[src/rtl/wms_pkg.sv]
`default_nettype none
// ----------------------------------------------------------------------------
// wms_pkg
// Shared types, codes and helpers of the windowed mailbox slot manager.
// ----------------------------------------------------------------------------
package wms_pkg;

    localparam int CNT_W = 7;  // holds window and group sizes up to 64

    localparam logic [2:0] KIND_LANDED    = 3'd0;
    localparam logic [2:0] KIND_PROBE     = 3'd1;
    localparam logic [2:0] KIND_PROBE_ALL = 3'd2;
    localparam logic [2:0] KIND_RESERVE   = 3'd3;
    localparam logic [2:0] KIND_SEND      = 3'd4;

    localparam logic [1:0] CLS_REQ  = 2'd0;
    localparam logic [1:0] CLS_PEER = 2'd1;
    localparam logic [1:0] CLS_RPC  = 2'd2;
    localparam logic [1:0] CLS_BAD  = 2'd3;

    localparam logic [1:0] CFG_WINDOW = 2'd0;
    localparam logic [1:0] CFG_SLOTB  = 2'd1;
    localparam logic [1:0] CFG_RANK   = 2'd2;
    localparam logic [1:0] CFG_PEERS  = 2'd3;

    localparam logic ST_OK   = 1'b0;
    localparam logic ST_NONE = 1'b1;

    typedef enum logic [2:0] {
        OP_FAIL, OP_LAND, OP_PROBE, OP_PROBE_ALL, OP_RESERVE, OP_SEND
    } t_op;

    typedef enum logic [3:0] {
        BS_CLEAR, BS_IDLE, BS_EXEC, BS_SCAN, BS_RD, BS_MODS, BS_MODW,
        BS_TRD, BS_TCHK, BS_MUL, BS_EMIT
    } t_bstate;

    typedef struct packed {
        logic [4:0]  window_slots;
        logic [20:0] slot_bytes;
        logic [3:0]  own_rank;
        logic [4:0]  peer_count;
    } t_cfg;

    typedef struct packed {
        t_op         op;
        logic [3:0]  peer;
        logic [1:0]  cls;
        logic [3:0]  slot;
        logic [31:0] seq;
    } t_cmd;

    typedef struct packed {
        logic        status;
        logic [3:0]  peer_out;
        logic [1:0]  class_out;
        logic [25:0] byte_offset;
        logic [31:0] trailer_value;
        logic [20:0] write_length;
    } t_res;

    function automatic logic [CNT_W-1:0] eff_window(input logic [4:0] ws,
                                                    input logic [CNT_W-1:0] mw);
        logic [CNT_W-1:0] t;
        t = CNT_W'(ws);
        if (t == '0) return CNT_W'(1);
        if (t > mw) return mw;
        return t;
    endfunction

    function automatic logic [CNT_W-1:0] eff_peers(input logic [4:0] pc,
                                                   input logic [CNT_W-1:0] mp);
        logic [CNT_W-1:0] t;
        t = CNT_W'(pc);
        return (t > mp) ? mp : t;
    endfunction

    function automatic t_res fail_res(input logic [3:0] p, input logic [1:0] c);
        t_res r;
        r = '0;
        r.status    = ST_NONE;
        r.peer_out  = p;
        r.class_out = c;
        return r;
    endfunction

endpackage
`default_nettype wire

[src/rtl/wms_front.sv]
`default_nettype none
// ----------------------------------------------------------------------------
// wms_front
// Classify an incoming item into a command; reject bad peers and slots.
// ----------------------------------------------------------------------------
module wms_front #(
    parameter int MAX_PEERS  = 16,
    parameter int MAX_WINDOW = 16
) (
    input  wire wms_pkg::t_cfg i_cfg,
    input  wire logic [2:0]    i_kind,
    input  wire logic [3:0]    i_peer,
    input  wire logic [1:0]    i_msg_class,
    input  wire logic [3:0]    i_slot,
    input  wire logic [31:0]   i_seq_value,
    output wms_pkg::t_cmd      o_cmd
);
    import wms_pkg::*;

    logic [CNT_W-1:0] w_eff, n_eff;
    logic             peer_ok;

    assign w_eff   = eff_window(i_cfg.window_slots, CNT_W'(MAX_WINDOW));
    assign n_eff   = eff_peers(i_cfg.peer_count, CNT_W'(MAX_PEERS));
    assign peer_ok = CNT_W'(i_peer) < n_eff;

    always_comb begin
        o_cmd      = '0;
        o_cmd.op   = OP_FAIL;
        o_cmd.peer = i_peer;
        o_cmd.cls  = i_msg_class;
        o_cmd.slot = i_slot;
        o_cmd.seq  = i_seq_value;
        case (i_kind)
            KIND_LANDED: begin
                if (peer_ok && i_msg_class != CLS_BAD && CNT_W'(i_slot) < w_eff)
                    o_cmd.op = OP_LAND;
            end
            KIND_PROBE: begin
                if (peer_ok) o_cmd.op = OP_PROBE;
                else o_cmd.cls = CLS_REQ;
            end
            KIND_PROBE_ALL: begin
                o_cmd.op = OP_PROBE_ALL;
            end
            KIND_RESERVE: begin
                if (peer_ok) begin
                    o_cmd.op = OP_RESERVE;
                    if (i_msg_class == CLS_BAD) o_cmd.cls = CLS_REQ;
                end
            end
            KIND_SEND: begin
                if (peer_ok) o_cmd.op = OP_SEND;
            end
            default: begin
                o_cmd.peer = '0;
                o_cmd.cls  = CLS_REQ;
            end
        endcase
    end

endmodule
`default_nettype wire

[config.mk]
export PLATFORM = sky130hd
export DESIGN_NAME = wms_front
export DESIGN_NICKNAME = d
export VERILOG_FILES = /design/src/rtl/wms_pkg.sv /design/src/rtl/wms_front.sv
export SDC_FILE = /design/constraint.sdc
export NUM_CORES = 1
export LEC_CHECK = 0
export BUFFER_PORTS_ARGS = -buffer_cell sky130_fd_sc_hd__buf_4
export CAP_MARGIN = 20
export CORE_UTILIZATION = 29
export DETAILED_ROUTE_END_ITERATION = 10
export GPL_ROUTABILITY_DRIVEN = 0
export GPL_TIMING_DRIVEN = 0
export PLACE_DENSITY_LB_ADDON = 0.3
export SLEW_MARGIN = 0
export SYNTH_ARGS = -nofsm -noshare
export SYNTH_HDL_FRONTEND = slang
export SYNTH_SLANG_ARGS = --single-unit
[constraint.sdc]
create_clock -name vclk -period 3.4
set_clock_uncertainty 0.15 [all_clocks]
set_input_delay 0 -clock vclk [all_inputs]
set_output_delay 0 -clock vclk [all_outputs]
set_load 0.1 [all_outputs]
* Yosys cells after proc, flatten, opt, wreduce, memory -nomap -nowiden *
Index checks and enable logic that the tools add are counted.
W data, S select, Z words.

operators by class
  equal/unequal tests = 6
  magnitude comparators = 4
  multiplexer cells = 18
  reduce and logical (&&, ||, !) cells = 6

operators with widths
  kind                  number
  $mux W7               4
  $pmux W3 S5           1
  $gt A5 B5 Y1 const B  2
  $mux W2               4
  $lt A4 B7 Y1          1
  $eq A3 B2 Y1 const B  2
  $mux W3               2
  $pmux W2 S3           1
  $logic_not A5 Y1      1
  $lt A4 B5 Y1          1
  $mux W5               1
  $reduce_or A5 Y1      1
  $mux W1               4
  $mux W4               1
  $eq A3 B1 Y1 const B  1
  $eq A3 B3 Y1 const B  1
  $logic_not A3 Y1      1
  $reduce_or A3 Y1      1
  $eq A2 B2 Y1 const B  1
  $logic_and A1 B1 Y1   2
  $ne A2 B2 Y1 const B  1

word-level totals
  bits in registers = 0
  bits of input ports = 80

* Logic depth before layout (Yosys ltp) *
  depth in word-level cells = 9
  depth in mapped cells = 6
  mapped depth without buffers = 6

* Worst setup path before layout *
Ideal clock, no wire load.

  path type = input to output
  from = input port i_cfg[4] (netlist name)
  to = output port o_cmd[36] (netlist name)
  setup slack = -0.024 ns
  data arrival time = 3.274 ns
  buffers on the path = 0
  stages = 5
  path through = nand2b_1 > ha_1 > a211oi_4 > o31a_1 > a311oi_1

RTL lines
  item         RTL line         text
  from (decl)  wms_front.sv:10  input wire wms_pkg::t_cfg i_cfg,
  to (decl)    wms_front.sv:16  output wms_pkg::t_cmd o_cmd

==> metrics <==
mux cell area share after synthesis=0.01495; layout cell share with drive strength beyond 1=0.6730; Antenna diodes=0; XOR/XNOR Fraction of Synth Area=0; chip width=50.05 um; # DRC=0; I/O Buffers=67; Area Overhead vs Synth=80.37%; crit-path max FO=7; grt ovf=0; Worst setup EP type=output pin; post-CTS resize count=0; Total GRT Usage=0.1218; Compound-Gate Fraction of Synth Area=0.1869; antenna-violating nets left=0; final WL=1745 um; Routed wire per std cell=9.332 um; first-pass GRT wire length=2497 um; count leader, synth=buf_4; Max-Cap Viols=0; die area=0.002505 mm2; Tmin final=1.767 ns; Max Freq=565.9 MHz; CLK BUF=0; cell count of the worst hold path=2; Leakage=0.6607 nW; Post-CTS Repair Setup Buffers=0; post-layout util=0.5511; Synth Cell Area=669.4 um2; top-area cell type share of the netlist area=0.4037; Simple-Gate Fraction of Synth Area=0.2579; # setup viols final=0; status=finished clean; Crit path required time=3.25 ns; initial drt markers=9; Nets=247; number of global-route vias before repair=657; Worst VDD drop=0.0001610 V; Slew headroom=0.7736; pin slew with the least headroom to its limit=0.3367 ns; largest net degree at the start of global routing=10; final hold slack=0.1764 ns; core footprint=0.002191 mm2; Synth area leader=buf_4; Hold Crit Class=in -> out; Synth cell types=27; DP HPWL=1593 um; Synth Area in Adders=0.1121; # IOs=125; register area=0 um2; critical path arrival=1.62 ns; hold_sp=i_seq_value[6]; initial antenna violation count=0; chip height=50.05 um; Final Max Slew Viols=0; largest family of logic cells by synthesized area=buffers and inverters; worst setup margin=1.633 ns; CP startpoint=i_cfg[4]; crit share post-route=0.5197; final-report hold violation count=0; starting density of the core=0.3055; CP startpoint kind=input port; syn nets=178; Avg Cell Area, Syn=7.276 um2; row cnt=17; Mapped Cells=92; unrepaired setup endpoints after global routing=false; Placement Setup Slack=1.629 ns; Ys Warns=0; vias per std cell=4.380; drt first pass iters=4; hold_buf cts=0; Placed Cells=187; top cells by area, synth=buf_4 40%, ha_1 11%, nand2b_1 8.4%; Fillers=199; Synth top cells by count=36 x buf_4, 9 x nand2b_1, 6 x ha_1; critical setup path kind=in -> out; part of the Yosys area used for sequential elements=0; Power Dens Cells=313.0 mW/mm2; hold path endpoint=o_cmd[6]; final cell count without fillers=187; sequential cell count=0; vias=819; area of the multi-input gates=382.9 um2
[cells in the final DEF (no fill, tap or decap), types with 2 or more instances in the layout]
master and count:
nand2b_1 9, o22ai_1 2, nand2_1 3, nor3_1 2, buf_4 103, ha_1 6
nor2b_1 3, nor2_1 4, and2_1 4, o31ai_1 2, a21oi_1 2, inv_1 3
a311oi_1 2
[worst max-delay path by stage]
stage	slack, ns	end	cells after the start
finish	1.63	o_cmd[36]	7
global placement	1.67	o_cmd[37]	7
CTS	1.62	o_cmd[36]	7
floorplan	-0.02	o_cmd[36]	5
detailed placement	1.63	o_cmd[36]	7
global route	1.54	o_cmd[36]	7
[layout make-up]
class	instances	share of cell area
Buffer	37	0.2280
Inverter	3	0.009326
Multi-Input combinational cell	52	0.3171
Tap cell	28	0.02902
Timing Repair Buffer	67	0.4166
[worst max-delay path, stage by stage]
cell	delay [ns]
buf_4	0.13
nand2b_1	0.14
ha_1	0.30
a211oi_4	0.28
o31ai_1	0.15
a311oi_1	0.27
buf_4	0.34
[layer usage]
| layer | GRT usage | part of all wire | vias to the layer above |
|---|---|---|---|
| li1 | - | - | 413 |
| met1 | 0.1234 | 0.36 | 341 |
| met2 | 0.2578 | 0.50 | 65 |
| met3 | 0.02469 | 0.15 | 0 |
| met4 | 0 | 0 | 0 |
| met5 | 0 | 0 | - |
[logic make-up (layout without fill, tap and decap cells)]
group,count (synthesis),after routing
compound gates,16,16
fa+ha+maj,6,6
buf+inv,40,107
mux,1,1
simple gates,29,29
[per-stage QoR]
| step | TNS [ns] | power, mW | cell area, um2 |
|---|---|---|---|
| 2_1_floorplan | -0.04822 | 0.3011 | 669.4 |
| 3_3_place_gp | 0 | 0.3755 | 1207 |
| 3_5_place_dp | 0 | 0.3794 | 1207 |
| 4_1_cts | 0 | 0.3797 | 1207 |
| 5_1_grt | 0 | 0.3910 | 1207 |
| 6_report | 0 | 0.3779 | 1207 |
[where the power goes]
group	leakage [nW]	switching (mW)	internal, mW	total, mW
logic	0.661	0.275	0.103	0.378
clock network	0	0	0	0
registers	0	0	0	0
Note: power is estimated with default switching activity, not from simulation.
