--- src/rtl/wms_fifo.sv ---
`default_nettype none
// ----------------------------------------------------------------------------
// wms_fifo
// Small first-in first-out queue with full and empty flags.
// ----------------------------------------------------------------------------
module wms_fifo #(
    parameter int WIDTH = 8,
    parameter int DEPTH = 2
) (
    input  wire logic             i_clk,
    input  wire logic             i_rst_n,
    input  wire logic             i_push,
    input  wire logic [WIDTH-1:0] i_data,
    output logic                  o_full,
    input  wire logic             i_pop,
    output logic [WIDTH-1:0]      o_data,
    output logic                  o_empty
);
    localparam int AW = (DEPTH > 1) ? $clog2(DEPTH) : 1;

    logic [WIDTH-1:0] r_mem [DEPTH];
    logic [AW-1:0]    r_wp, r_rp;
    logic [AW:0]      r_cnt;
    logic             do_push, do_pop;

    assign o_full  = (r_cnt == (AW+1)'(DEPTH));
    assign o_empty = (r_cnt == '0);
    assign o_data  = r_mem[r_rp];
    assign do_push = i_push && !o_full;
    assign do_pop  = i_pop && !o_empty;

    always_ff @(posedge i_clk) begin
        if (!i_rst_n) begin
            r_wp  <= '0;
            r_rp  <= '0;
            r_cnt <= '0;
        end else begin
            if (do_push) begin
                r_wp <= (r_wp == AW'(DEPTH-1)) ? '0 : r_wp + AW'(1);
            end
            if (do_pop) begin
                r_rp <= (r_rp == AW'(DEPTH-1)) ? '0 : r_rp + AW'(1);
            end
            if (do_push && !do_pop) r_cnt <= r_cnt + (AW+1)'(1);
            else if (do_pop && !do_push) r_cnt <= r_cnt - (AW+1)'(1);
        end
    end

    always_ff @(posedge i_clk) begin
        if (do_push) r_mem[r_wp] <= i_data;
    end

endmodule
`default_nettype wire

--- config.mk ---
export PLATFORM = sky130hd
export DESIGN_NAME = wms_fifo
export DESIGN_NICKNAME = d
export VERILOG_FILES = /design/src/rtl/wms_fifo.sv
export SDC_FILE = /design/constraint.sdc
export NUM_CORES = 1
export LEC_CHECK = 0
export ABC_AREA = 0
export BUFFER_PORTS_ARGS = -buffer_cell sky130_fd_sc_hd__buf_2
export CELL_PAD_IN_SITES_DETAIL_PLACEMENT = 0
export CELL_PAD_IN_SITES_GLOBAL_PLACEMENT = 1
export CORE_MARGIN = 8
export CORE_UTILIZATION = 40
export DETAILED_ROUTE_END_ITERATION = 8
export PLACE_DENSITY_LB_ADDON = 0.1
export SYNTH_ARGS = -nofsm -noshare
export SYNTH_HDL_FRONTEND = slang
export SYNTH_SLANG_ARGS = --single-unit
--- constraint.sdc ---
create_clock -name i_clk -period 2 [get_ports i_clk]
set_clock_uncertainty 0.1 [all_clocks]
set_input_delay 0.4 -clock i_clk [delete_from_list [all_inputs] [get_ports i_clk]]
set_output_delay 0.4 -clock i_clk [all_outputs]
set_load 0.03 [all_outputs]
## Word-level counts from Yosys, hierarchy flattened

Memories as Yosys holds them, arrays and structs flattened. A register that Yosys moved wholly into a read port is not among the register bits.
Cells that the tools add are included.

| cells by class | value |
|---|---|
| div/mod/pow operators | 0 |
| mux-type cells | 8 |
| bitwise operators | 0 |
| shift operators | 0 |
| equal/unequal tests | 1 |
| magnitude comparators | 0 |
| add/subtract/negate cells | 4 |
| $mul | 0 |
| reduce and logical (&&, ||, !) cells | 10 |

Operators with widths:

| cell | number |
|---|---|
| 1-bit two-way mux | 6 |
| 1-bit logical AND | 4 |
| 1-bit logical NOT | 4 |
| 2-bit two-way mux | 2 |
| 1-bit adder, second input constant | 2 |
| 2-bit by 1-bit adder with 2-bit output, second input constant | 1 |
| 2-bit == test, second input constant | 1 |
| 2-bit logical NOT | 1 |
| 2-bit nonzero test | 1 |
| 2-bit by 1-bit subtractor with 2-bit output, second input constant | 1 |

| storage, ports and cells | value |
|---|---|
| ROM bits | 0 |
| word-level logic and storage cells | 27 |
| register bits | 4 |
| bits in latches | 0 |
| memories kept | 1 |
| RAM bits | 16 |

Memories:

| name | depth | bits a word | rd ports | clocked after Yosys merged registers in | wr ports | RTL line | text |
|---|---|---|---|---|---|---|---|
| r_mem | 2 | 8 | 1 | 1 | 1 | 21 | `logic [WIDTH-1:0] r_mem [DEPTH];` |

## Depth between registers and ports, before layout

Gate-level depths: netlist of run 1.

| depth | value |
|---|---|
| depth in word-level cells | 7 |
| mapped depth | 7 |
| depth with buffers taken out | 7 |

## Least setup slack after synthesis of run 1

OpenSTA, ideal clock, no wires.

| timing | value |
|---|---|
| path type | reg-to-reg |
| from | register r_cnt[0] |
| to | register r_cnt[1] |
| data arrival time | 1482 ps |
| stages on the path, launching flop included | 7 |
| setup time | 70 ps |
| period minus slack after synthesis | 1652 ps |
| buffers on the path | 0 |
| slack | 348 ps |
| cell sequence | dfxtp_1 > nand2b_1 > inv_2 > nor2_1 > ha_1 > or3_1 > a21boi_1 |

| between the ends | value |
|---|---|
| cells in the longest elaborated chain, start to end | 6 |
| elaborated cells on any way between the ends | 15 |
| those cells by class | add/sub (2); eq/ne (1); mux (2); reduce/logical (10) |

Ends and longest elaborated chain:

| element | RTL line | text |
|---|---|---|
| from (decl) | 23 | `logic [AW:0] r_cnt;` |
| from (signal assigned) | 44 | `if (do_push && !do_pop) r_cnt <= r_cnt + (AW+1)'(1);` |
| from (signal assigned) | 45 | `else if (do_pop && !do_push) r_cnt <= r_cnt - (AW+1)'(1);` |
| 2-bit == test * | 26 | `assign o_full = (r_cnt == (AW+1)'(DEPTH));` |
| named net o_full | 14 | `output logic o_full,` |
| 1-bit logical NOT * | 29 | `assign do_push = i_push && !o_full;` |
| 1-bit logical AND * | 29 |  |
| 1-bit logical NOT | 45 |  |
| 1-bit logical AND | 45 |  |
| 2-bit nonzero test (no source line) | n/a |  |

The timed path passes the listed nets; every way through them passes the cells marked *. The select of a mux whose other input is x is not followed.
A chain may end at the register's enable or synchronous reset.

==> reports/metrics.csv, run 1 <==
stage;metric;value;unit
worst_setup_path;Req. time, crit path;1.50;ns
floorplanning;die height;61.0;µm
place;area post-placement;951;µm²
finish;number of diodes;0;
clock_network;post-CTS setup buffers;0;
clock_network;CTS Buffer Depth;2;
detailed_routing;via count;455;
floorplanning;width of the die;61.0;µm
clock_network;Post-CTS Resized;0;
global_route;GRT Overall Usage;7.52;%
power_and_ir_drop;Power per Cell Area;1320;nW/µm²
clock_network;CTS tree;done;
timing;RSZ-0062 raised after global routing;false;
clock_network;number of buffers created by CTS;3;
detailed_routing;Total Routed Length;1.24;mm
floorplanning;number of cell rows;16;
finish;Final nets;89;
finish;Final Cell Area;978;µm²
worst_setup_path;Critical Path End Type;primary output;
detailed_routing;DR iter-0 viols;6;
power_and_ir_drop;worst ir drop on vdd;0.651;mV
global_route;initial antenna violation count;0;
floorplanning;Initial Utilization;41.7;%
place;Post-DP HPWL;975;µm
synthesis;Syn Nets;63;
min_path;worst hold path class;primary input to flop;
floorplanning;die area;3720;µm²
timing;Max Clk Rate;526;MHz
synthesis;Post-Syn Area;810;µm²
detailed_routing;# DRC;0;
worst_setup_path;CP max FO;8;
place;Port Buffer Count;21;
detailed_routing;vias per cell;4.46;
timing;Setup TNS;0;ns
job;Maximum Capacitance Violations;0;
detailed_routing;Pre-antenna DRT Iters;4;
global_route;GR Util met3;3.81;%
power_and_ir_drop;total leakage power;0.000387;µW
global_route;total grt overflow;0;
synthesis;synthesized flop and latch total;21;
synthesis;Yosys warnings;0;
timing;Slew @ Worst Pin;0.375;ns
timing;fin crit share;95.0;%
worst_setup_path;CP Launch Type;flop;
floorplanning;IO Pins;22;
timing;final hold slack;0.182;ns
synthesis;Netlist cell types;20;
finish;share of cells above drive strength 1;48.0;%
global_route;largest net degree at the start of global routing;13;
detailed_routing;Avg WL per Cell;12.1;µm
timing;final hold vios;0;
finish;fillers;179;
timing;minimum clock period;1.90;ns
synthesis;register area share after synthesis;71.7;%
clock_network;clk sinks;21;
global_route;met2 Use GR;11.5;%
global_route;global routing's busiest layer;met2;
clock_network;H-tree depth;1;
timing;final count of negative-setup-slack endpoints;0;
synthesis;Syn Area/Cell;16.2;µm²
clock_network;Root Buffer;clkbuf_4;
place;GP Congestion;0.655;
detailed_routing;antenna-violating nets left;0;
global_route;first-pass GRT wire length;1.97;mm
finish;P&R area growth vs syn;20.9;%
clock_network;hold_buf cts;0;
timing;Slew Limit Headroom;75.0;%
synthesis;Syn Inst Count;50;
run_status;outcome;completed;
floorplanning;core area;1940;µm²
global_route;met1 GRT Util;8.73;%
clock_network;clock-pin slew of the registers on the worst-case setup and hold paths;0.11;ns
global_route;number of global-route vias before repair;474;
worst_setup_path;Crit Path Class;flop to primary output;
worst_setup_path;internal reg-to-reg setup slack;0.35;ns
timing;Slew Viols, Final;0;
worst_setup_path;Worst EP arrival;1.40;ns
clock_network;worst skew pair latency;0.29;ns
## critical path, cell delays in order (launching register included)
cell,delay (ns)
dfxtp_1,0.55
mux2_2,0.38
buf_2,0.18
## through the flow
step                instances  power, µW  utilization [%]  setup WS [ns]
floorplan                  50        986                -          0.348
global placement           98       1110             49.0          0.365
detailed placement         98       1120             49.0          0.338
CTS                       102       1310             50.4         0.0680
global route              102       1370             50.4         0.0230
finish                    102       1290             50.4          0.100
## cell usage in the layout, fill, tap and decap left out
master	n
a21boi_0	1
a21boi_1	1
and2_1	3
and3_1	1
buf_2	21
buf_4	1
clkbuf_4	3
clkinv_2	1
dfxtp_1	5
edfxtp_1	16
ha_1	1
inv_1	1
inv_2	1
mux2_2	8
nand2b_1	1
nor2_1	2
nor3_2	1
o21a_1	1
o21ai_0	1
o21ai_1	1
or3_1	1
xnor2_1	2
xor2_1	1
## cell families after synthesis
kind of cell / count (synthesis) / synth area share, %
flip-flops: 21 / 71.7
AND/OR/NAND/NOR: 9 / 6.80
multiplexers: 8 / 11.1
AO/OA/AOI/OAI: 5 / 4.02
XOR/XNOR: 3 / 3.25
buffers and inverters: 3 / 1.54
adder cells (fa/ha/maj): 1 / 1.55
## cell type report
| type | instances | area [µm²] | area share [%] |
|---|---|---|---|
| sequential | 21 | 581 | 59.3 |
| multi-input combinational | 26 | 216 | 22.1 |
| timing repair buffer | 22 | 113 | 11.5 |
| tap | 27 | 33.8 | 3.45 |
| clock buffer | 3 | 22.5 | 2.30 |
| inverter | 2 | 7.51 | 0.767 |
| clock inverter | 1 | 5.00 | 0.512 |
## power by group
part           internal (µW)  total [µW]  switching, µW  leakage, µW
registers                556         613           56.6     0.000191
clock network           74.4         194            120    0.0000177
logic                    197         483            287     0.000178
total                    827        1290            463     0.000387
## layer usage
| metal | part of all wire [%] | vias to the layer above |
|---|---|---|
| met5 | 0 | - |
| met4 | 0 | 0 |
| met3 | 10 | 0 |
| met2 | 46 | 12 |
| met1 | 44 | 207 |
| li1 | - | 236 |
## path summary, 6_finish.rpt
path | from | end | cells after the start
min reg2reg | r_cnt[1] | r_cnt[1] | 2
max | flop | o_data[3] | 2
min | i_data[0] | r_mem[1][0] | 1
max reg2reg | r_cnt[0] | r_cnt[1] | 6
## cell usage after synthesis
master,count,area share [%]
o21a_1,1,0.93
xor2_1,1,1.1
mux2_2,8,11
inv_1,1,0.46
xnor2_1,2,2.2
a21boi_0,1,0.93
nand2b_1,1,0.77
and2_1,3,2.3
or3_1,1,0.77
edfxtp_1,16,59
nor2_1,2,0.93
a21boi_1,1,0.93
nor3_2,1,1.2
o21ai_0,1,0.62
inv_2,1,0.46
o21ai_1,1,0.62
ha_1,1,1.5
dfxtp_1,5,12
buf_2,1,0.62
and3_1,1,0.77
## flip-flops by register name, summed over array words and instances, names as in the netlist, named ones only
name	count
r_wp	1
r_mem	16
r_cnt	2
r_rp	1
Note: power is estimated with default switching activity, not from simulation.
==> run 2, diff against run 1 <==
- BUFFER_PORTS_ARGS: -buffer_cell sky130_fd_sc_hd__buf_2 -> -buffer_cell sky130_fd_sc_hd__clkbuf_2
==> run 2 against run 1 <==
Sequential cell count unchanged; final cell count unchanged; clock power about the same; via count increased by 0.88%; sequential share of layout area increased by 0.052 points; first-iteration DRC count decreased by 67%; maximum frequency increased by 5.8%; total power increased by 0.52%; wire length increased by 5.2%.
==> reports/metrics.csv, run 2 (synthesis results as in run 1) <==
stage;metric;value;unit
power_and_ir_drop;clock power share;14.9;%
worst_setup_path;reg2reg start;r_cnt[0];
clock_network;Root Buffer;clkbuf_4;
clock_network;post-CTS setup buffers;0;
worst_setup_path;Worst EP arrival;1.30;ns
worst_setup_path;count of buffer and inverter cells on the critical path;1;
power_and_ir_drop;sw power;470;µW
global_route;GRT Overall Usage;8.50;%
finish;fillers;187;
detailed_routing;via count;459;
global_route;first-pass GRT wire length;2.24;mm
detailed_routing;antenna-violating nets left;0;
finish;P&R area growth vs syn;21.0;%
power_and_ir_drop;total leakage power;0.000391;µW
global_route;total grt overflow;0;
worst_setup_path;Critical Path End Type;primary output;
detailed_routing;Pre-antenna DRT Iters;2;
timing;fin crit share;89.8;%
floorplanning;die height;61.0;µm
detailed_routing;# DRC;0;
floorplanning;IO Pins;22;
timing;Slew Limit Headroom;71.7;%
finish;final design utilization;50.5;%
global_route;initial antenna violation count;0;
timing;minimum clock period;1.80;ns
power_and_ir_drop;sw frac;36.2;%
finish;commonest non-fill, non-tap cells in the layout;clkbuf_2 (21), edfxtp_1 (16), mux2_2 (8);
finish;max reg flops;16;
worst_setup_path;CP Launch Type;flop;
worst_setup_path;Slowest cell on crit path;dfxtp_2;
worst_setup_path;CP cell instances;mux2_2 -> clkbuf_2;
finish;Final nets;89;
timing;Max Clk Rate;557;MHz
finish;largest registers;r_mem: 16 flops, r_cnt: 2 flops;
timing;Setup TNS;0;ns
clock_network;CTS tree;done;
clock_network;number of buffers created by CTS;3;
floorplanning;Initial Utilization;41.7;%
job;Maximum Capacitance Violations;0;
clock_network;H-tree depth;1;
min_path;worst hold path class;primary input to flop;
worst_setup_path;Req. time, crit path;1.50;ns
power_and_ir_drop;combinational cell fraction of total power;37.4;%
clock_network;CTS Buffer Depth;2;
clock_network;clock-pin slew of the registers on the worst-case setup and hold paths;0.11;ns
floorplanning;core area;1940;µm²
detailed_routing;DR iter-0 viols;2;
timing;setup ws final;0.204;ns
power_and_ir_drop;Int Power;827;µW
worst_setup_path;CP top delay family;flip-flops;
place;GP Congestion;0.751;
timing;final count of negative-setup-slack endpoints;0;
power_and_ir_drop;sequential power share;47.7;%
timing;final hold vios;0;
floorplanning;number of cell rows;16;
power_and_ir_drop;worst ir drop on vdd;0.575;mV
min_path;Hold Startpoint;i_data[7];
worst_setup_path;CP peak stage delay;0.46;ns
global_route;number of global-route vias before repair;504;
place;Port Buffer Count;21;
detailed_routing;vias per cell;4.50;
place;dpl ws;0.347;ns
detailed_routing;Total Routed Length;1.30;mm
finish;most common cell after layout, fill and taps aside;clkbuf_2;
timing;RSZ-0062 raised after global routing;false;
floorplanning;die area;3720;µm²
finish;Largest Register;r_mem;
worst_setup_path;Crit Path Class;flop to primary output;
timing;Slew @ Worst Pin;0.425;ns
clock_network;clk sinks;21;
timing;Slew Viols, Final;0;
detailed_routing;Avg WL per Cell;12.8;µm
run_status;outcome;completed;
global_route;largest net degree at the start of global routing;13;
finish;share of cells above drive strength 1;49.3;%
finish;number of diodes;0;
power_and_ir_drop;Power per Cell Area;1320;nW/µm²
worst_setup_path;CP max FO;8;
floorplanning;width of the die;61.0;µm
clock_network;worst skew pair latency;0.29;ns
[run 2: cell types whose count changed in the layout (fill, tap and decap cells not counted)]
cell      before  now
dfxtp_2        0    1
dfxtp_1        5    4
clkbuf_2       0   21
buf_2         21    0
[run 2: what timing repair did]
action,CTS,global route
resized for setup,0,1
endpoints found under the setup margin,0,8
endpoints found under the hold margin,0,0
hold buffers,0,0
[run 2: power groups by stage]
stage          Sequential [µW]  Clock, µW  Combinational [µW]
2_1_floorplan              595          0                 392
3_3_place_gp               623          0                 491
3_5_place_dp               626          0                 494
4_1_cts                    617        204                 495
5_1_grt                    633        225                 530
6_report                   618        194                 485
[run 2: area by class of cell]
class / count / area [µm²] / area share (%)
Tap cell: 27 / 33.8 / 3.45
Sequential cell: 21 / 582 / 59.4
Clock buffer: 3 / 22.5 / 2.30
Timing Repair Buffer: 22 / 113 / 11.5
Inverter: 2 / 7.51 / 0.766
Multi-Input combinational cell: 26 / 216 / 22.1
Clock inverter: 1 / 5.00 / 0.511
[run 2: layer usage]
metal	track usage, %	vias to the layer above	wire length [µm]
met4	3.99	0	0
met2	13.0	12	625
met5	0	-	0
met3	4.24	0	91
li1	-	235	-
met1	9.69	212	584
[run 2: final timing paths]
check,endpoint,slack (ns),cells after the start
min,r_mem[1][7],0.19,1
max reg2reg,r_cnt[1],0.34,6
max,o_data[2],0.20,2
min reg2reg,r_cnt[1],0.44,2
[run 2: metrics by stage]
step | hold WS, ns | instance area (µm²) | power (µW) | cells
global route | 0.157 | 980 | 1390 | 102
CTS | 0.176 | 978 | 1320 | 102
floorplan | 0.383 | 810 | 986 | 50
detailed placement | 0.414 | 951 | 1120 | 98
global placement | 0.414 | 951 | 1110 | 98
finish | 0.186 | 980 | 1300 | 102
==> run 3, diff against run 2 <==
- CAP_MARGIN: unset -> 20
- MAX_ROUTING_LAYER: unset -> met4
==> run 3 against run 2 <==
Maximum frequency about the same; critical path type unchanged; first-iteration DRC count unchanged; sequential cell count unchanged; wire length did not move; die area stayed put; hold slack about the same.
==> reports/metrics.csv, run 3 (synthesis results as in run 1) <==
stage;metric;value;unit
run_status;outcome;completed;
timing;Slew Limit Headroom;71.7;%
min_path;hold depth;1;
global_route;first-pass GRT wire length;2.24;mm
finish;share of cells above drive strength 1;49.3;%
place;GP Congestion;0.760;
global_route;GR Util met3;3.39;%
worst_setup_path;internal reg-to-reg setup slack;0.34;ns
power_and_ir_drop;worst ir drop on vdd;0.575;mV
clock_network;Root Buffer;clkbuf_4;
global_route;met2 Use GR;12.8;%
min_path;worst hold path class;primary input to flop;
place;total placed cells including tap cells;98;
clock_network;CTS tree;done;
floorplanning;Initial Utilization;41.7;%
finish;Largest Register;r_mem;
floorplanning;IO Pins;22;
clock_network;number of buffers created by CTS;3;
finish;most common cell after layout, fill and taps aside;clkbuf_2;
clock_network;CTS Buffer Depth;2;
timing;Slew Viols, Final;0;
finish;max reg flops;16;
worst_setup_path;Worst R2R End;r_cnt[1];
worst_setup_path;Critical Path End Type;primary output;
global_route;initial antenna violation count;0;
worst_setup_path;Req. time, crit path;1.50;ns
finish;final std cells w/o fill;102;
detailed_routing;antenna-violating nets left;0;
finish;Final nets;89;
worst_setup_path;Setup crit end;o_data[2];
timing;minimum clock period;1.80;ns
timing;final hold slack;0.187;ns
global_route;GRT Overall Usage;8.66;%
floorplanning;width of the die;61.0;µm
power_and_ir_drop;overall power;1300;µW
detailed_routing;Avg WL per Cell;12.8;µm
detailed_routing;DR iter-0 viols;2;
timing;Setup TNS;0;ns
timing;Max Clk Rate;557;MHz
job;Maximum Capacitance Violations;0;
clock_network;hold_buf cts;0;
clock_network;clock-pin slew of the registers on the worst-case setup and hold paths;0.11;ns
worst_setup_path;reg2reg start;r_cnt[0];
finish;largest registers;r_mem: 16 flops, r_cnt: 2 flops;
detailed_routing;via count;461;
global_route;largest net degree at the start of global routing;13;
finish;number of diodes;0;
floorplanning;core area;1940;µm²
timing;final hold vios;0;
finish;P&R area growth vs syn;21.0;%
detailed_routing;Total Routed Length;1.30;mm
global_route;total grt overflow;0;
floorplanning;number of cell rows;16;
timing;fin crit share;89.8;%
detailed_routing;Pre-antenna DRT Iters;2;
floorplanning;die area;3720;µm²
worst_setup_path;CP max FO;8;
floorplanning;die height;61.0;µm
global_route;number of global-route vias before repair;506;
worst_setup_path;Worst EP arrival;1.30;ns
finish;commonest non-fill, non-tap cells in the layout;clkbuf_2 (21), edfxtp_1 (16), mux2_2 (8);
power_and_ir_drop;Power per Cell Area;1320;nW/µm²
global_route;met1 GRT Util;10.1;%
clock_network;H-tree depth;1;
place;Port Buffer Count;21;
detailed_routing;# DRC;0;
worst_setup_path;reg2reg path depth;6;
timing;RSZ-0062 raised after global routing;false;
detailed_routing;vias per cell;4.52;
clock_network;clk sinks;21;
timing;Slew @ Worst Pin;0.424;ns
timing;final count of negative-setup-slack endpoints;0;
worst_setup_path;CP Launch Type;flop;
power_and_ir_drop;total leakage power;0.000391;µW
worst_setup_path;Crit Path Class;flop to primary output;
clock_network;worst skew pair latency;0.29;ns
global_route;global routing's busiest layer;met2;
run 3: cell counts in the layout (fill, tap and decap cells not counted):
Identical to the previous run, type by type.
run 3: worst min path at each step:
stage                   start  slack, ns     endpoint
finish              i_data[7]       0.19  r_mem[1][7]
global route        i_data[2]       0.16  r_mem[0][2]
CTS                 i_data[7]       0.18  r_mem[1][7]
detailed placement   r_cnt[1]       0.41     r_cnt[1]
global placement     r_cnt[1]       0.41     r_cnt[1]
floorplan            r_cnt[1]       0.38     r_cnt[1]
run 3: critical path: stages (launching register included):
cell and delay [ns]:
dfxtp_2 0.46, mux2_2 0.36, clkbuf_2 0.18
run 3: per-stage QoR:
| step | cell area (µm²) | worst slack (ns) | util (%) |
|---|---|---|---|
| after floorplan | 810 | 0.348 | - |
| after global placement | 951 | 0.386 | 49.0 |
| after detailed placement | 951 | 0.347 | 49.0 |
| after CTS | 978 | 0.0310 | 50.4 |
| after global routing | 980 | 0.111 | 50.5 |
| final | 980 | 0.204 | 50.5 |
run 3: per-layer routing:
| metal | vias up | share of wire (%) |
|---|---|---|
| li1 | 235 | - |
| met1 | 212 | 45 |
| met2 | 12 | 47 |
| met3 | 2 | 6.7 |
| met4 | 0 | 0.61 |
| met5 | - | 0 |
run 3: area by class of cell:
type                    instances  area (µm²)
clock buffers                   3        22.5
clock inverters                 1        5.00
fillers                       187         962
inverters                       2        7.51
multi-input cells              26         216
flip-flops and latches         21         582
well taps                      27        33.8
repair buffers                 22         113
run 3: what timing repair did:
item | in CTS | in global routing
setup buffers | 0 | 0
resized for setup | 0 | 1
setup endpoints to repair | 0 | 8
run 3: report_power, final:
part | internal [µW] | switching (µW)
sequential | 558 | 60.0
combinational | 195 | 291
clock | 74.3 | 119
